$ cat src/hw/rtl/eil4p_pkg.sv
// Shared types and constants for the Ethernet / IPv4 / layer-4 header parser.
// Holds status and layer-4 codes, header constants and the captured-header snapshot.
// No dependencies.
package eil4p_pkg;

  // default width of the saturating byte counter
  localparam int COUNT_BITS_DEF = 16;

  // header sizes and field values
  localparam logic [15:0] ETH_HDR_LEN    = 16'd14;
  localparam logic [15:0] IP_MIN_HDR     = 16'd20;
  localparam logic [15:0] TCP_MIN_HDR    = 16'd20;
  localparam logic [15:0] UDP_HDR_LEN    = 16'd8;
  localparam logic [15:0] ETHERTYPE_IPV4 = 16'h0800;
  localparam logic [3:0]  IP_VERSION_4   = 4'd4;
  localparam logic [7:0]  PROTO_ICMP     = 8'd1;
  localparam logic [7:0]  PROTO_TCP      = 8'd6;
  localparam logic [7:0]  PROTO_UDP      = 8'd17;
  localparam int          MF_BIT         = 13;

  // frame byte positions of captured fields
  localparam int POS_ETYPE_HI = 12;
  localparam int POS_ETYPE_LO = 13;
  localparam int POS_VER_IHL  = 14;
  localparam int POS_TLEN_HI  = 16;
  localparam int POS_TLEN_LO  = 17;
  localparam int POS_FRAG_HI  = 20;
  localparam int POS_FRAG_LO  = 21;
  localparam int POS_PROTO    = 23;
  localparam int POS_TCP_BASE = 26;

  typedef enum logic [3:0] {
    ST_OK           = 4'd0,
    ST_ETH_SHORT    = 4'd1,
    ST_NOT_IPV4     = 4'd2,
    ST_IP_SHORT     = 4'd3,
    ST_BAD_VERSION  = 4'd4,
    ST_IHL_SMALL    = 4'd5,
    ST_LEN_LT_IHL   = 4'd6,
    ST_FRAGMENT     = 4'd7,
    ST_BAD_PROTO    = 4'd8,
    ST_TCP_SHORT    = 4'd9,
    ST_TCP_OFF_SMALL = 4'd10,
    ST_TCP_OFF_OVER = 4'd11,
    ST_UDP_SHORT    = 4'd12
  } status_t;

  typedef enum logic [1:0] {
    L4_TCP  = 2'd0,
    L4_UDP  = 2'd1,
    L4_ICMP = 2'd2,
    L4_NONE = 2'd3
  } l4_kind_t;

  // header fields of one finished packet
  typedef struct packed {
    logic [15:0] eth_type;
    logic [3:0]  ip_version;
    logic [3:0]  ip_hdr_words;
    logic [15:0] ip_total_length;
    logic [15:0] frag_word;
    logic [7:0]  ip_protocol;
    logic [3:0]  tcp_offset_words;
    logic [15:0] pkt_len;
  } snap_t;

  // one result word
  typedef struct packed {
    status_t     status;
    l4_kind_t    l4_kind;
    logic [15:0] payload_offset;
    logic [15:0] packet_length;
  } res_t;

endpackage

$ cat src/hw/rtl/eil4p_capture.sv
// Byte counter and header field capture for the header parser.
// Loads a snapshot of all fields on the final byte; depends on eil4p_pkg.
module eil4p_capture #(
  parameter int COUNT_BITS = eil4p_pkg::COUNT_BITS_DEF
) (
  input  logic              clk,
  input  logic              rst_n,
  input  logic              in_valid,
  output logic              in_ready,
  input  logic [7:0]        data_byte,
  input  logic              last_byte,
  output logic              snap_valid,
  input  logic              snap_take,
  output eil4p_pkg::snap_t  snap
);

  localparam logic [COUNT_BITS-1:0] CNT_MAX = {COUNT_BITS{1'b1}};

  logic [COUNT_BITS-1:0] cnt_r, cnt_nxt, cnt_upd;
  logic [15:0] etype_r, etype_nxt, etype_upd;
  logic [3:0]  ver_r, ver_nxt, ver_upd;
  logic [3:0]  ihl_r, ihl_nxt, ihl_upd;
  logic [15:0] tlen_r, tlen_nxt, tlen_upd;
  logic [15:0] frag_r, frag_nxt, frag_upd;
  logic [7:0]  proto_r, proto_nxt, proto_upd;
  logic [3:0]  toff_r, toff_nxt, toff_upd;
  logic        snap_valid_r, snap_valid_nxt;
  eil4p_pkg::snap_t snap_r, snap_nxt;
  logic        acc;
  logic [31:0] pos;
  logic [31:0] tcp_pos;
  logic [31:0] cnt_wide;

  // a new word is taken while the snapshot slot is free or being drained
  assign in_ready = !snap_valid_r || snap_take;
  assign acc      = in_valid && in_ready;

  // field capture at fixed byte positions
  always_comb begin
    pos      = 32'(cnt_r);
    tcp_pos  = 32'(eil4p_pkg::POS_TCP_BASE) + 32'({ihl_r, 2'b00});
    etype_upd = etype_r;
    ver_upd   = ver_r;
    ihl_upd   = ihl_r;
    tlen_upd  = tlen_r;
    frag_upd  = frag_r;
    proto_upd = proto_r;
    toff_upd  = toff_r;
    if (pos == 32'(eil4p_pkg::POS_ETYPE_HI)) etype_upd[15:8] = data_byte;
    if (pos == 32'(eil4p_pkg::POS_ETYPE_LO)) etype_upd[7:0]  = data_byte;
    if (pos == 32'(eil4p_pkg::POS_VER_IHL)) begin
      ver_upd = data_byte[7:4];
      ihl_upd = data_byte[3:0];
    end
    if (pos == 32'(eil4p_pkg::POS_TLEN_HI)) tlen_upd[15:8] = data_byte;
    if (pos == 32'(eil4p_pkg::POS_TLEN_LO)) tlen_upd[7:0]  = data_byte;
    if (pos == 32'(eil4p_pkg::POS_FRAG_HI)) frag_upd[15:8] = data_byte;
    if (pos == 32'(eil4p_pkg::POS_FRAG_LO)) frag_upd[7:0]  = data_byte;
    if (pos == 32'(eil4p_pkg::POS_PROTO))   proto_upd      = data_byte;
    if (pos == tcp_pos)                     toff_upd       = data_byte[7:4];
    // saturating count
    cnt_upd = (cnt_r == CNT_MAX) ? cnt_r : cnt_r + COUNT_BITS'(1);
  end

  // state update, cleared after the final byte, and snapshot load
  always_comb begin
    cnt_nxt        = cnt_r;
    etype_nxt      = etype_r;
    ver_nxt        = ver_r;
    ihl_nxt        = ihl_r;
    tlen_nxt       = tlen_r;
    frag_nxt       = frag_r;
    proto_nxt      = proto_r;
    toff_nxt       = toff_r;
    snap_nxt       = snap_r;
    snap_valid_nxt = snap_valid_r && !snap_take;
    cnt_wide       = 32'(cnt_upd);
    if (acc) begin
      if (last_byte) begin
        cnt_nxt   = '0;
        etype_nxt = '0;
        ver_nxt   = '0;
        ihl_nxt   = '0;
        tlen_nxt  = '0;
        frag_nxt  = '0;
        proto_nxt = '0;
        toff_nxt  = '0;
        snap_nxt.eth_type         = etype_upd;
        snap_nxt.ip_version       = ver_upd;
        snap_nxt.ip_hdr_words     = ihl_upd;
        snap_nxt.ip_total_length  = tlen_upd;
        snap_nxt.frag_word        = frag_upd;
        snap_nxt.ip_protocol      = proto_upd;
        snap_nxt.tcp_offset_words = toff_upd;
        snap_nxt.pkt_len = (cnt_wide > 32'hFFFF) ? 16'hFFFF : cnt_wide[15:0];
        snap_valid_nxt = 1'b1;
      end else begin
        cnt_nxt   = cnt_upd;
        etype_nxt = etype_upd;
        ver_nxt   = ver_upd;
        ihl_nxt   = ihl_upd;
        tlen_nxt  = tlen_upd;
        frag_nxt  = frag_upd;
        proto_nxt = proto_upd;
        toff_nxt  = toff_upd;
      end
    end
  end

  // control and field registers
  always_ff @(posedge clk) begin
    if (!rst_n) begin
      cnt_r        <= '0;
      etype_r      <= '0;
      ver_r        <= '0;
      ihl_r        <= '0;
      tlen_r       <= '0;
      frag_r       <= '0;
      proto_r      <= '0;
      toff_r       <= '0;
      snap_valid_r <= 1'b0;
    end else begin
      cnt_r        <= cnt_nxt;
      etype_r      <= etype_nxt;
      ver_r        <= ver_nxt;
      ihl_r        <= ihl_nxt;
      tlen_r       <= tlen_nxt;
      frag_r       <= frag_nxt;
      proto_r      <= proto_nxt;
      toff_r       <= toff_nxt;
      snap_valid_r <= snap_valid_nxt;
    end
  end

  // snapshot payload
  always_ff @(posedge clk) begin
    snap_r <= snap_nxt;
  end

  assign snap_valid = snap_valid_r;
  assign snap       = snap_r;

endmodule

$ cat src/hw/rtl/eil4p_eval.sv
// Header checks on a captured snapshot: status, layer-4 kind and payload offset.
// Purely combinational; depends on eil4p_pkg.
module eil4p_eval (
  input  eil4p_pkg::snap_t snap,
  output eil4p_pkg::res_t  res
);

  logic [15:0] rem;
  logic [15:0] rem_l4;
  logic [15:0] hlen;
  logic [15:0] th;
  logic [15:0] iplen;
  logic        is_frag;

  always_comb begin
    rem     = snap.pkt_len - eil4p_pkg::ETH_HDR_LEN;
    hlen    = 16'({snap.ip_hdr_words, 2'b00});
    th      = 16'({snap.tcp_offset_words, 2'b00});
    iplen   = (snap.ip_total_length > rem) ? rem : snap.ip_total_length;
    rem_l4  = rem - hlen;
    is_frag = snap.frag_word[eil4p_pkg::MF_BIT] || (snap.frag_word[12:0] != 13'd0);

    res.packet_length  = snap.pkt_len;
    res.payload_offset = 16'd0;
    res.l4_kind        = eil4p_pkg::L4_NONE;
    res.status         = eil4p_pkg::ST_OK;

    // checks in order, first failure wins
    priority if (snap.pkt_len < eil4p_pkg::ETH_HDR_LEN) begin
      res.status = eil4p_pkg::ST_ETH_SHORT;
    end else if (snap.eth_type != eil4p_pkg::ETHERTYPE_IPV4) begin
      res.status = eil4p_pkg::ST_NOT_IPV4;
    end else if (rem < eil4p_pkg::IP_MIN_HDR) begin
      res.status = eil4p_pkg::ST_IP_SHORT;
    end else if (snap.ip_version != eil4p_pkg::IP_VERSION_4) begin
      res.status = eil4p_pkg::ST_BAD_VERSION;
    end else if (hlen < eil4p_pkg::IP_MIN_HDR) begin
      res.status = eil4p_pkg::ST_IHL_SMALL;
    end else if (iplen < hlen) begin
      res.status = eil4p_pkg::ST_LEN_LT_IHL;
    end else if (is_frag) begin
      res.status = eil4p_pkg::ST_FRAGMENT;
    end else if (snap.ip_protocol == eil4p_pkg::PROTO_TCP) begin
      res.l4_kind = eil4p_pkg::L4_TCP;
      priority if (rem_l4 < eil4p_pkg::TCP_MIN_HDR) begin
        res.status = eil4p_pkg::ST_TCP_SHORT;
      end else if (th < eil4p_pkg::TCP_MIN_HDR) begin
        res.status = eil4p_pkg::ST_TCP_OFF_SMALL;
      end else if (th > rem_l4) begin
        res.status = eil4p_pkg::ST_TCP_OFF_OVER;
      end else begin
        res.payload_offset = eil4p_pkg::ETH_HDR_LEN + hlen + th;
      end
    end else if (snap.ip_protocol == eil4p_pkg::PROTO_UDP) begin
      res.l4_kind = eil4p_pkg::L4_UDP;
      if (rem_l4 < eil4p_pkg::UDP_HDR_LEN) begin
        res.status = eil4p_pkg::ST_UDP_SHORT;
      end else begin
        res.payload_offset = eil4p_pkg::ETH_HDR_LEN + hlen + eil4p_pkg::UDP_HDR_LEN;
      end
    end else if (snap.ip_protocol == eil4p_pkg::PROTO_ICMP) begin
      res.l4_kind        = eil4p_pkg::L4_ICMP;
      res.payload_offset = eil4p_pkg::ETH_HDR_LEN + hlen;
    end else begin
      res.status = eil4p_pkg::ST_BAD_PROTO;
    end
  end

endmodule

$ cat src/hw/rtl/eth_ipv4_l4_header_parser.sv
// Ethernet / IPv4 / TCP-UDP header parser, top level.
// Instantiates eil4p_capture and eil4p_eval; depends on eil4p_pkg.
//
// Usage:
//   Input channel (in_valid / in_ready) carries one frame byte per word,
//   starting at the Ethernet destination address; in_last_byte marks the
//   final byte. A word is taken whenever in_ready is high, so a line-rate
//   stream of one byte per cycle is sustained while in_ready stays high.
//   Result channel (out_valid / out_ready) carries one word per packet:
//   status, layer-4 kind, payload offset and the saturated byte count.
//   Result path: the snapshot register loads at the edge that takes the
//   final byte; the result register loads from the header checks once it
//   is free, and out_valid then rises.
//   Throughput: one byte per cycle while in_ready is high; a packet may
//   follow the previous one in the next cycle, even a one-byte packet.
//   Stall: when out_ready is low, the result holds and one more finished
//   packet can park in the snapshot register; in_ready drops only when
//   both are full. Bytes that do not end a packet still need in_ready.
//   Reset: clears the byte counter, all captured fields and both valids.
module eth_ipv4_l4_header_parser #(
  parameter int COUNT_BITS = eil4p_pkg::COUNT_BITS_DEF
) (
  input  logic        clk,
  input  logic        rst_n,
  input  logic        in_valid,
  output logic        in_ready,
  input  logic [7:0]  in_data_byte,
  input  logic        in_last_byte,
  output logic        out_valid,
  input  logic        out_ready,
  output logic [3:0]  out_status,
  output logic [1:0]  out_l4_kind,
  output logic [15:0] out_payload_offset,
  output logic [15:0] out_packet_length
);

  eil4p_pkg::snap_t snap;
  eil4p_pkg::res_t  res;
  eil4p_pkg::res_t  res_r, res_nxt;
  logic             snap_valid;
  logic             snap_take;
  logic             out_free;
  logic             out_valid_r, out_valid_nxt;

  // byte counting and field capture
  eil4p_capture #(
    .COUNT_BITS(COUNT_BITS)
  ) u_capture (
    .clk        (clk),
    .rst_n      (rst_n),
    .in_valid   (in_valid),
    .in_ready   (in_ready),
    .data_byte  (in_data_byte),
    .last_byte  (in_last_byte),
    .snap_valid (snap_valid),
    .snap_take  (snap_take),
    .snap       (snap)
  );

  // header checks
  eil4p_eval u_eval (
    .snap (snap),
    .res  (res)
  );

  // result register handshake
  assign out_free  = !out_valid_r || out_ready;
  assign snap_take = snap_valid && out_free;

  always_comb begin
    res_nxt       = res_r;
    out_valid_nxt = out_valid_r && !out_ready;
    if (snap_take) begin
      res_nxt       = res;
      out_valid_nxt = 1'b1;
    end
  end

  always_ff @(posedge clk) begin
    if (!rst_n) begin
      out_valid_r <= 1'b0;
    end else begin
      out_valid_r <= out_valid_nxt;
    end
  end

  always_ff @(posedge clk) begin
    res_r <= res_nxt;
  end

  // result ports
  assign out_valid          = out_valid_r;
  assign out_status         = res_r.status;
  assign out_l4_kind        = res_r.l4_kind;
  assign out_payload_offset = res_r.payload_offset;
  assign out_packet_length  = res_r.packet_length;

endmodule

$ cat config.mk
export PLATFORM = sky130hd
export DESIGN_NAME = eth_ipv4_l4_header_parser
export DESIGN_NICKNAME = d
export VERILOG_FILES = /design/src/hw/rtl/eil4p_pkg.sv /design/src/hw/rtl/eil4p_capture.sv /design/src/hw/rtl/eil4p_eval.sv /design/src/hw/rtl/eth_ipv4_l4_header_parser.sv
export SDC_FILE = /design/constraint.sdc
export NUM_CORES = 1
export LEC_CHECK = 0
export ABC_AREA = 1
export BUFFER_PORTS_ARGS = -buffer_cell sky130_fd_sc_hd__buf_2
export CAP_MARGIN = 20
export CORE_MARGIN = 1
export CORE_UTILIZATION = 50
export DETAILED_ROUTE_END_ITERATION = 16
export PLACE_DENSITY = 0.71
export SLEW_MARGIN = 20
export SYNTH_ARGS = -nofsm -noshare
export SYNTH_HDL_FRONTEND = slang
export SYNTH_HIERARCHICAL = 1
export SYNTH_SLANG_ARGS = --single-unit
$ cat constraint.sdc
create_clock -name clk -period 7.1 [get_ports clk]
set_input_delay 0.71 -clock clk [delete_from_list [all_inputs] [get_ports clk]]
set_output_delay 0.71 -clock clk [all_outputs]
set_load 0.02 [all_outputs]
==> out/metrics.cfg, run 1 <==
[critical_path]
cp-start-kind=flip-flop
worstRegToRegCells=24
crit_top_cell=ha_1
cp_slowest_cell=edfxtp_1
path_cells=ha_1, nand2_2, nand2_4, nor2_8, xor2_1, ha_1, nand2_1, inv_1, nand3_1, o211ai_1, nand3_1, nand3_2, nand2_4, nand2_1, o21ai_0, ha_1, a21oi_1, o21ai_0, a21oi_1, nand2_2, nand3_2, nor2_4, nand3_4, nor2_1
end_kind=flip-flop
endpoint=out_payload_offset[3]
path_buf_inv=1
rrSetupSlack_ns=3.23
path_depth=24
required_ns=7.36
slowest_delay_ns=0.46
reg2reg_to=out_payload_offset[3]
crit_type=reg2reg
crit_path_max_fanout=9
crit_family=simple AND/OR/NAND/NOR gates
r2r-start=u_capture/snap[1]
arrival_ns=4.13
crit_start=u_capture/snap[1]

[detailed_routing]
firstDrtPassIters=5
drtIter0Drc=454
antenna_left=0
viasPerCell=5.29
drc=0
routed_wl_um=25500
via_count=8825
avgRoutedWirePerCell_um=15.3

[timing]
max-slew-margin-rel_pct=34.5
period_needed_ns=3.87
rsz0062_at_grt=false
hold_viol=0
worst_pin_slew_ns=0.983
holdWs_ns=0.425
finalSetupViolations=0
clock.fmax_mhz=258
finalMaxSlewViolations=0
tns_ns=0
post-route-period-util_pct=54.5
skew_ns=0.0128
setup_ws_ns=3.23

[die]
core.rowCount=54
die_w_um=152
fp.dieH_um=152
die-area_sq_um=23000
initial_core_util_pct=51.1
floorplan.core_area_sq_um=21900
io-pin-count=53

[min_path]
hp-class=in2reg

[layout]
drive_gt1_share_pct=12.5
area_growth_pct=9.88
fillers=1982
num-nets-final=1420
n_antenna_cell=0

[clocking]
cts-htree-levels=1
cts-buffers-inserted=24
cts_root_buf=clkbuf_16
clkLatencyLatePin_ns=0.51
cts_tree=done
cts.reportedPaths.clkPinSlew_ns=0.06
cts_buffer_depth=3
cts.sinks=204
post-cts-setup-buffer-count=0
post_cts_resized=0
hold_buffers=0

[synth]
syn_area_sq_um=11200
syn-mean-instance-area_sq_um=8.29
syn_inst=1350
ys_warn_count=6

[outcome]
outcome=finished, final reports clean

[placed_design]
dp_hpwl_um=17400
place_ws_ns=3.00
place.gp.congestion=0.869
port_buffers=52

[global_routing]
grt_first_pass_wirelength_um=41200
globalRouteTotalUtil_pct=22.8
antenna_found_initial=0
globalRoute.totalOverflow=0
grt_pass1_vias=8201
grt_max_degree=86

[pwr]
peakVddDrop_mv=0.181
powerDensity_nw_per_um2=220
leakagePower_nw=4.98

[job]
maxCapViolCount=0

[worst register-to-register path: cells and delay by family (launching register included)]
kind                     cells  cell delay, ns
AO/OA/AOI/OAI                5            0.58
flip-flops                   1            0.46
XOR/XNOR                     1            0.44
adder cells (fa/ha/maj)      3            0.87
buffers and inverters        1            0.05
AND/OR/NAND/NOR             14            1.23
[cells in the final DEF, fill, tap and decap left out, types with 5 or more instances in the layout]
cell and instances:
nand2_1 341, inv_1 178, edfxtp_1 120, nand3_1 110, a21oi_1 91, dfxtp_1 84, o21a_1 66, nor2_1 61
buf_2 52, ha_1 34, nand2_2 26, o21ai_0 26, clkbuf_16 25, xor2_1 12, nor4_1 12, nand4_1 11
nor3_1 10, o211ai_1 10, nand3_2 9, conb_1 9, nor2_4 8, inv_2 7, a21oi_2 7, nor2_2 7
clkbuf_1 6, clkinv_2 5, buf_4 5, and2_1 5, xnor2_1 5
[cell type report]
class / instances / area [sq um] / share of cell area (%)
inverters: 186 / 698 / 5.67
multi-input cells: 896 / 4860 / 39.5
clock inverters: 13 / 129 / 1.05
flip-flops and latches: 204 / 5290 / 43.0
repair buffers: 59 / 333 / 2.71
clock buffers: 31 / 648 / 5.27
well taps: 280 / 350 / 2.85
[flip-flops by register name, summed over array words and instances (netlist names), 8 cells and up]
name	count
u_capture/frag_r	14
out_packet_length	16
u_capture/snap	82
u_capture/proto_r	8
u_capture/tlen_r	16
u_capture/cnt_r	16
u_capture/etype_r	16
out_payload_offset	16
[worst min-delay path by stage]
stage,startpoint,to,slack (ns),cells past startpoint
floorplan,u_capture/tlen_r[0],u_capture/tlen_r[0],0.44,2
global placement,u_capture/tlen_r[4],u_capture/tlen_r[4],0.45,2
detailed placement,u_capture/tlen_r[15],u_capture/tlen_r[15],0.46,2
CTS,rst_n,u_capture/snap_valid,0.42,3
global route,rst_n,u_capture/snap_valid,0.43,3
finish,rst_n,u_capture/snap_valid,0.43,3
[metrics by stage]
step                      std cells  power (mW)  cell area [sq um]  utilization [%]
after CTS                      1667        2.72              12300             56.0
after detailed placement       1623        1.53              11500             52.5
after floorplan                1358        1.48              11200                -
after global routing           1669        2.80              12300             56.2
final                          1669        2.70              12300             56.2
after global placement         1623        1.53              11500             52.5
[power by group]
part / internal (mW) / total, mW / switching, mW
Combinational: 0.0575 / 0.212 / 0.155
Clock: 0.721 / 1.19 / 0.473
Sequential: 1.28 / 1.30 / 0.0165
[per-layer routing]
metal  share of wire [%]  track usage [%]  wire [um]  vias to the layer above
li1                    -                -          -                     4477
met1                  45             30.8      11400                     4063
met2                  47             38.0      12000                      246
met3                 5.8             2.75       1480                       39
met4                 2.2             6.98        569                        0
met5                   0                0          0                        -
Power figures use the tool's default switching activity.
==> run 2: changes to the inputs <==
Clock period 7.1 ns to 3.2 ns, I/O delays scaled along.
==> run 2 against run 1 <==
Against the previous run:
- the run now ends with setup timing left
- register-to-register slack got worse by 3.6 ns
- power rose by 130%
- largest cell class unchanged
- critical path depth rose by 1
- worst setup slack got worse by 3.6 ns
- critical endpoint is now out_l4_kind[0]
==> out/metrics.cfg, run 2 (same netlist as run 1, synthesis figures left out) <==
[critical_path]
crit_type=reg2reg  ; unchanged
rrSetupSlack_ns=-0.35  ; was 3.23 ns
r2r-start=u_capture/snap[1]  ; unchanged
crit_family=simple AND/OR/NAND/NOR gates  ; unchanged
reg2reg_to=out_l4_kind[0]  ; was out_payload_offset[3]
end_kind=flip-flop  ; unchanged
required_ns=3.46  ; was 7.36 ns
path_buf_inv=2  ; was 1
cp-start-kind=flip-flop  ; unchanged
arrival_ns=3.81  ; was 4.13 ns
slowest_delay_ns=0.40  ; was 0.46 ns
crit_path_max_fanout=8  ; was 9
worstRegToRegCells=25  ; was 24
crit_top_cell=nand2_1  ; was ha_1
cp_slowest_cell=edfxtp_1  ; unchanged

[detailed_routing]
viasPerCell=5.32  ; was 5.29
drc=0  ; unchanged
firstDrtPassIters=7  ; was 5
via_count=9160  ; was 8825
avgRoutedWirePerCell_um=15.5  ; was 15.3 um
drtIter0Drc=592  ; was 454
routed_wl_um=26600  ; was 25500 um
antenna_left=0  ; unchanged

[min_path]
worstHoldEndpoint=u_capture/snap_valid  ; unchanged
hp-start=rst_n  ; unchanged
hp-class=in2reg  ; unchanged
hold_depth=3  ; unchanged

[timing]
finalMaxSlewViolations=0  ; unchanged
worst_pin_slew_ns=0.800  ; was 0.983 ns
max-slew-margin-rel_pct=46.2  ; was 34.5%
setup_ws_ns=-0.346  ; was 3.23 ns
period_needed_ns=3.55  ; was 3.87 ns
finalSetupViolations=13  ; was 0
rsz0062_at_grt=true  ; was false
clock.fmax_mhz=282  ; was 258 MHz
hold_viol=0  ; unchanged
skew_ns=0.0155  ; was 0.0128 ns
post-route-period-util_pct=111  ; was 54.5%

[global_routing]
globalRoute.totalOverflow=0  ; unchanged
antenna_found_initial=0  ; unchanged
grt_max_degree=83  ; was 86
grt_pass1_vias=8566  ; was 8201
globalRouteTotalUtil_pct=23.7  ; was 22.8%
grt_first_pass_wirelength_um=42700  ; was 41200 um

[layout]
drive_gt1_share_pct=16.7  ; was 12.5%
n_antenna_cell=0  ; unchanged
regArea_sq_um=5290  ; about the same
instances_no_fill=1721  ; was 1669
fillers=1935  ; was 1982
fin_area_sq_um=12800  ; was 12300 sq um
area_growth_pct=14.2  ; was 9.88%
mostFrequentLayoutCells=339 x nand2_1, 177 x inv_1, 120 x edfxtp_1  ; was 341 x nand2_1, 178 x inv_1, 120 x edfxtp_1
num-nets-final=1474  ; was 1420
layout_commonest_cell=nand2_1  ; unchanged
multi_input_area_sq_um=4920  ; was 4860 sq um
largest_reg_flops=82  ; unchanged

[clocking]
cts.sinks=204  ; unchanged
hold_buffers=0  ; unchanged
cts.reportedPaths.clkPinSlew_ns=0.06  ; about the same
cts-buffers-inserted=23  ; was 24
cts_root_buf=clkbuf_16  ; unchanged
cts_tree=done  ; unchanged
clkLatencyLatePin_ns=0.51  ; about the same
cts-htree-levels=1  ; unchanged
cts_buffer_depth=3  ; unchanged

[die]
io-pin-count=53  ; unchanged
floorplan.core_area_sq_um=21900  ; unchanged
die-area_sq_um=23000  ; unchanged
fp.dieH_um=152  ; unchanged
core.rowCount=54  ; unchanged
initial_core_util_pct=51.1  ; unchanged
die_w_um=152  ; unchanged

[placed_design]
placed_area_sq_um=11900  ; was 11500 sq um
place_ws_ns=-0.332  ; was 3.00 ns
dp.cells=1674  ; was 1623
port_buffers=52  ; unchanged
dp_hpwl_um=17800  ; was 17400 um
place.gp.congestion=0.926  ; was 0.869

[pwr]
peakVddDrop_mv=0.395  ; was 0.181 mV
leakagePower_nw=5.25  ; was 4.98 nW
powerDensity_nw_per_um2=477  ; was 220 nW/um^2

[outcome]
outcome=finished with violations  ; was finished, final reports clean
violations=setup timing

[job]
maxCapViolCount=0  ; unchanged

==> run 2: changes by cell type in the layout (fill, tap and decap cells not counted), sizes merged <==
cell,change
clkinv,-5
bufinv,+1
inv,-1
clkbuf,+1
buf,+55
clkinvlp,+1
==> run 2: worst max-delay path by stage <==
stage | endpoint | slack [ns] | start | depth (start not counted)
final | out_l4_kind[0] | -0.35 | u_capture/snap[1] | 25
after global routing | out_status[0] | -0.68 | u_capture/snap[1] | 27
after CTS | out_status[0] | -0.32 | u_capture/snap[1] | 27
after detailed placement | out_status[0] | -0.33 | u_capture/snap[2] | 27
after global placement | out_status[0] | -0.25 | u_capture/snap[2] | 27
after floorplan | out_status[0] | -0.19 | u_capture/snap[1] | 27
==> run 2: layer usage <==
metal,track usage [%],up-vias,wire length [um]
met5,0,-,0
met4,8.76,0,891
met3,2.51,72,1660
met2,40.4,326,12700
met1,30.9,4191,11400
li1,-,4571,-
==> run 2: worst min-delay path: cells and delay by family <==
family,cells,cell delay [ns]
and+or+nand+nor,1,0.05
buffers and inverters,2,0.15
==> run 2: power by group <==
part           internal (mW)  switching [mW]  total, mW
logic                  0.184           0.371      0.555
clock network           1.64            1.04       2.67
registers               2.84          0.0319       2.87
total                   4.66            1.44       6.10
==> run 2: stage by stage <==
step	power, mW	util [%]	hold slack (ns)	TNS [ns]
floorplan	3.28	-	0.418	-9.30
global placement	3.45	54.5	0.451	-2.30
detailed placement	3.46	54.5	0.455	-3.29
CTS	6.14	58.2	0.0309	-3.15
global route	6.30	58.4	0.0638	-7.57
finish	6.10	58.4	0.0490	-3.81
==> run 2: cell type report <==
type,count,area share (%)
clock buffer,32,5.00
clock inverter,9,1.01
inverter,186,5.46
multi-input combinational,896,38.5
sequential,204,41.3
tap,280,2.74
timing repair buffer,114,5.97
==> run 2: what timing repair did <==
| action | 4_1_cts | 5_1_grt |
|---|---|---|
| gates resized for setup | 6 | 5 |
| pin swaps | 3 | 8 |
| endpoints found under the setup margin | 13 | 13 |
| buffers inserted | 3 | 3 |
